--- src/sv/va_pkg.sv ---
// Package: widths, opcodes, item types and shared arithmetic for the vector unit.
package va_pkg;

  localparam int DATA_WIDTH = 32;
  localparam int FRAC_BITS  = 16;
  localparam int LANES      = 4;
  localparam int MULS       = 6;

  localparam int PROD_W = 2 * DATA_WIDTH - FRAC_BITS;
  localparam int TERM_W = PROD_W + 1;
  localparam int SUM_W  = TERM_W + 3;

  localparam int DIV_STEPS    = 2;
  localparam int DIV_STAGES   = (DATA_WIDTH + FRAC_BITS + DIV_STEPS - 1) / DIV_STEPS;
  localparam int NUM_W        = DIV_STAGES * DIV_STEPS;
  localparam int ARITH_STAGES = 5;
  localparam int PIPE_STAGES  = DIV_STAGES + 2;
  localparam int DELAY_STAGES = PIPE_STAGES - 1 - ARITH_STAGES;

  localparam int IN_DATA_W  = ((9 * DATA_WIDTH + 7) / 8) * 8;
  localparam int OUT_DATA_W = ((LANES * DATA_WIDTH + 7) / 8) * 8;

  typedef enum logic [2:0] {
    OP_ADD   = 3'd0,
    OP_SUB   = 3'd1,
    OP_NEG   = 3'd2,
    OP_SCALE = 3'd3,
    OP_DOT   = 3'd4,
    OP_DIV   = 3'd5,
    OP_CROSS = 3'd6
  } op_t;

  typedef logic signed [DATA_WIDTH-1:0] word_t;
  typedef logic [DATA_WIDTH-1:0] mag_t;
  typedef logic signed [SUM_W-1:0] sum_t;

  localparam mag_t POS_LIM = {1'b0, {(DATA_WIDTH-1){1'b1}}};
  localparam mag_t NEG_LIM = {1'b1, {(DATA_WIDTH-1){1'b0}}};
  localparam sum_t SUM_MAX = sum_t'(POS_LIM);
  localparam sum_t SUM_MIN = -SUM_MAX - sum_t'(1);

  typedef struct packed {
    op_t                  op;
    word_t [LANES-1:0]    a;
    word_t [LANES-1:0]    b;
    word_t                k;
  } item_t;

  typedef struct packed {
    word_t [LANES-1:0] r;
    logic              sat;
    logic              dbz;
    op_t               op;
    logic              kzero;
  } result_t;

  typedef struct packed {
    logic [NUM_W-1:0] num;
    mag_t             rem;
    mag_t             q;
    logic             ovf;
    mag_t             d;
    logic             neg;
  } div_t;

  typedef div_t [LANES-1:0] div_lanes_t;

  typedef struct packed {
    word_t v;
    logic  over;
  } clamp_t;

  function automatic mag_t magnitude(word_t x);
    return x[DATA_WIDTH-1] ? (mag_t'(0) - mag_t'(x)) : mag_t'(x);
  endfunction

  function automatic clamp_t clamp(sum_t s);
    clamp_t c;
    c.over = 1'b0;
    c.v    = word_t'(s[DATA_WIDTH-1:0]);
    if (s > SUM_MAX) begin
      c.v    = word_t'(POS_LIM);
      c.over = 1'b1;
    end else if (s < SUM_MIN) begin
      c.v    = word_t'(NEG_LIM);
      c.over = 1'b1;
    end
    return c;
  endfunction

  function automatic div_t div_step(div_t s);
    logic [DATA_WIDTH:0] r2;
    div_t o;
    o     = s;
    r2    = {s.rem, s.num[NUM_W-1]};
    o.num = s.num << 1;
    o.ovf = s.ovf | s.q[DATA_WIDTH-1];
    o.q   = s.q << 1;
    if (r2 >= {1'b0, s.d}) begin
      r2     = r2 - {1'b0, s.d};
      o.q[0] = 1'b1;
    end
    o.rem = r2[DATA_WIDTH-1:0];
    return o;
  endfunction

  function automatic clamp_t div_finish(div_t s);
    clamp_t c;
    c.over = s.ovf || (s.q > (s.neg ? NEG_LIM : POS_LIM));
    if (c.over) begin
      c.v = s.neg ? word_t'(NEG_LIM) : word_t'(POS_LIM);
    end else begin
      c.v = s.neg ? word_t'(mag_t'(0) - s.q) : word_t'(s.q);
    end
    return c;
  endfunction

endpackage

--- src/sv/va_div_stage.sv ---
// One pipelined group of restoring division steps for all four lanes.
module va_div_stage
  import va_pkg::*;
(
  input  logic       clk,
  input  logic       en,
  input  div_lanes_t d_in,
  output div_lanes_t d_out
);

  div_lanes_t nxt;

  always_comb begin
    nxt = d_in;
    for (int i = 0; i < LANES; i++) begin
      for (int s = 0; s < DIV_STEPS; s++) begin
        nxt[i] = div_step(nxt[i]);
      end
    end
  end

  always_ff @(posedge clk) begin
    if (en) begin
      d_out <= nxt;
    end
  end

endmodule

--- config.mk ---
export PLATFORM = sky130hd
export DESIGN_NAME = va_div_stage
export DESIGN_NICKNAME = d
export VERILOG_FILES = /design/src/sv/va_pkg.sv /design/src/sv/va_div_stage.sv
export SDC_FILE = /design/constraint.sdc
export NUM_CORES = 1
export LEC_CHECK = 0
export BUFFER_PORTS_ARGS = -buffer_cell sky130_fd_sc_hd__buf_2
export CORE_AREA = 2 2 456 458
export CTS_CLUSTER_SIZE = 16
export DETAILED_ROUTE_END_ITERATION = 16
export DIE_AREA = 0 0 458 460
export GPL_ROUTABILITY_DRIVEN = 0
export HOLD_SLACK_MARGIN = 0.08
export PLACE_DENSITY = 0.36
export SYNTH_ARGS = -nofsm -noshare
export SYNTH_HDL_FRONTEND = slang
export SYNTH_SLANG_ARGS = --single-unit
export TNS_END_PERCENT = 100
--- constraint.sdc ---
create_clock -name clk -period 12.22 [get_ports clk]
set_input_delay 0.611 -clock clk [delete_from_list [all_inputs] [get_ports clk]]
set_output_delay 0.611 -clock clk [all_outputs]
set_load 0.01 [all_outputs]
**Yosys cells after proc, flatten, opt, wreduce, memory -nomap -nowiden**

Index checks and enable logic that the tools add are counted.

- Bitwise gates (word level): 8
- $lt $le $gt $ge: 8
- Add/sub/neg operators: 8
- Mux-type cells: 16

Operators with widths:

| operator | count |
|---|---|
| 33-bit by 32-bit >= comparator with 1-bit output | 8 |
| 32-bit two-way mux | 8 |
| 32-bit subtractor | 8 |
| 1-bit two-way mux | 8 |
| 1-bit bitwise OR | 8 |

- Input bits: 586
- Flip-flop bits (word level): 576

**Logic depth before layout (Yosys ltp)**

- Depth after elaboration: 4
- Depth in mapped cells: 26
- Depth with buffers taken out: 24

**Least setup slack after synthesis**

No wires, ideal clock.

- Path type: input port to flip-flop
- Start: input port d_in[294] (netlist bit)
- End: register d_out[388] (netlist bit) (data pin)
- Arrival: 5,855 ps
- Stages on the path: 23
- Library setup time: 260 ps
- Path slack: 6,105 ps
- Cells stage by stage: inv_1 ha_1 nor2b_1 o31a_2 o32ai_2 or4_4 a21oi_4 a2111oi_4 a211o_1 buf_2 buf_2 o21ai_0 fa_1 a211oi_1 o21ai_0 a21oi_1 o211ai_1 a2111oi_0 o21a_1 nor2_1 a221oi_1 xnor2_1 mux2_2

RTL lines:

| what | line | text |
|---|---|---|
| start, declared | va_div_stage.sv:7 | `input div_lanes_t d_in,` |
| end signal, assigned | va_div_stage.sv:24 | `d_out <= nxt;` |
| end, declared | va_div_stage.sv:8 | `output div_lanes_t d_out` |

==> impl_metrics.json <==
{
  "io_pins": 1170,
  "regMostFlops": "d_out",
  "clock-sinks": 576,
  "row_count": 167,
  "worst_ep_arrival_time_ns": 8.53,
  "yosysTopAreaCellShare_pct": 51.3,
  "grt.total_usage_pct": 16.5,
  "initial_core_util_pct": 16.4,
  "grt_pass1_wl_mm": 243,
  "route.detailed.drc": 0,
  "wirelength_mm": 181,
  "slew_viol_final": 0,
  "p_leak_nw": 21.0,
  "whs_ns": 0.157,
  "cts_buffers": 82,
  "status": "complete, no violations",
  "cts_tree": "done",
  "final_common_cell": "buf_2",
  "cts_max_level": 3,
  "post-cts-setup-buffers": 0,
  "dp_slack_ns": 3.91,
  "worst_slack_ns": 4.14,
  "yosys_warnings": 0,
  "cp-start-kind": "input port",
  "final_cell_count_no_fill": 7284,
  "period_needed_ns": 8.08,
  "num_vias": 29941,
  "largest_reg_flops": 576,
  "path_max_fanout": 34,
  "first_pass_iters": 5,
  "maxCapViolCount": 0,
  "fin_area_um2": 49500,
  "clockBufferDepth": 3,
  "slew_headroom_pct": 25.1,
  "setup_viol": 0,
  "reg_top3": "d_out: 576 flops",
  "path_clk_slew_ns": 0.06,
  "antenna_left": 0,
  "dp_hpwl_mm": 151,
  "ir_drop_mv": 0.0976,
  "gr-total-overflow": 0,
  "grt_max_degree": 160,
  "worstSetupEndpointType": "register",
  "vias_per_cell": 4.11,
  "ys_seq_elements": 576,
  "hold_viol": 0,
  "min_path_type": "input port to register",
  "synth_edf_count": 576,
  "rsz0062_at_grt": "false",
  "place_inst": 6716,
  "power_mw": 7.87,
  "worstSetupPathType": "input port to register",
  "die_h_um": 460,
  "grt_antenna_before_repair": 98,
  "synthesis.area_um2": 33700,
  "syn_area_per_cell_um2": 11.6,
  "cts_root_buffer": "clkbuf_16",
  "layout_common_cells": "buf_2, edfxtp_1, dlygate4sd3_1, ha_1, a21oi_1",
  "fmaxAchievable_mhz": 124,
  "wl_per_cell_um": 24.9,
  "tns_ns": 0,
  "core_area_um2": 206000,
  "die_w_um": 458,
  "portBuffers": 1161,
  "worst_pin_slew_ns": 1.12,
  "drtIter0Drc": 1781,
  "synthCells": 2901,
  "synth_cell_types": 87,
  "ys_top_cells_by_area": "edfxtp_1, ha_1, mux2_2",
  "worst-endpoint-required_ns": 12.67,
  "nNetsFinal": 5354,
  "async_flop_share_pct": 0,
  "die_area_um2": 211000,
  "grt_pass1_vias": 30304,
  "ys_seq_area_share_pct": 51.3,
  "placedInstanceArea_um2": 42700,
  "p_per_area_nw_per_um2": 159,
  "synthFlopType": "edfxtp_1",
  "yosys.area.top_type": "edfxtp_1",
  "drive_gt1_share_pct": 32.3,
  "utilization_pct": 24.0,
  "fin_crit_sh_pct": 66.1,
  "syn2layout_area_growth_pct": 46.9
}
[power breakdown]
group	total (mW)	internal [mW]	switching, mW
clock	2.45	1.39	1.06
combinational	2.75	1.16	1.59
sequential	2.68	2.55	0.129
[per-layer routing]
layer | vias up | part of all wire, % | global-route usage [%]
met4 | 24 | 2.4 | 3.48
met5 | - | 0.077 | 0
met3 | 261 | 9.2 | 6.22
li1 | 14190 | - | -
met1 | 14372 | 41 | 19.7
met2 | 1094 | 47 | 28.1
[timing repair]
action                                 CTS  global route
hold buffers                           408             0
resized for setup                        0             0
endpoints found under the hold margin  407             0
[synth_stat cells, types with 26 or more instances]
master,count
nor3_1,41
o21a_1,34
xor2_1,73
nand3_1,44
nand2_1,189
inv_1,211
o21bai_1,33
edfxtp_1,576
mux2_2,140
and3_1,31
nor2_1,138
a21oi_1,222
xnor2_1,134
nand4_1,33
ha_1,256
a211oi_1,27
nor2b_1,39
clkbuf_1,38
a21o_1,117
a31oi_1,26
o21ai_0,163
[area by class of cell]
type | instances | area, um^2
repair buffers | 1587 | 10100
multi-input cells | 2045 | 15300
flip-flops and latches | 576 | 17300
well taps | 2704 | 3380
diodes | 13 | 32.5
clock inverters | 52 | 563
inverters | 212 | 796
clock buffers | 95 | 2100
fillers | 22317 | 157000
[critical path: stages]
cell and delay [ns]:
dlygate4sd3_1 0.53, buf_2 0.14, inv_1 0.08, ha_1 0.37, and3_1 0.22, nand4_1 0.13, nor3b_1 0.10, nor2b_1 0.14
a2111oi_0 0.39, o211ai_1 0.23, a31oi_4 0.60, buf_4 0.45, inv_1 0.13, mux2_2 0.31, ha_1 0.36, a2111oi_0 0.70
a21oi_1 0.28, a21oi_1 0.58, o31ai_1 0.28, nand2b_1 0.13, and3_1 0.22, o211a_1 0.67, buf_4 0.41, mux2_2 0.43
[worst paths after layout]
path                    endpoint  slack (ns)  cells after the start      start
worst max-delay path   d_out[79]        4.14                     24   d_in[27]
worst min-delay path  d_out[560]        0.16                      1  d_in[558]
[logic make-up after synthesis]
logic type,count (synthesis),synth area share [%]
AOI/OAI and AO/OA,791,15.4
xor gates and xnor gates,207,5.38
muxes,169,5.68
other,1,0.0111
buffers and inverters,287,3.55
adders and majority gates,264,9.97
DFF,576,51.3
and+or+nand+nor,606,8.69
Note: power is estimated with default switching activity, not from simulation.
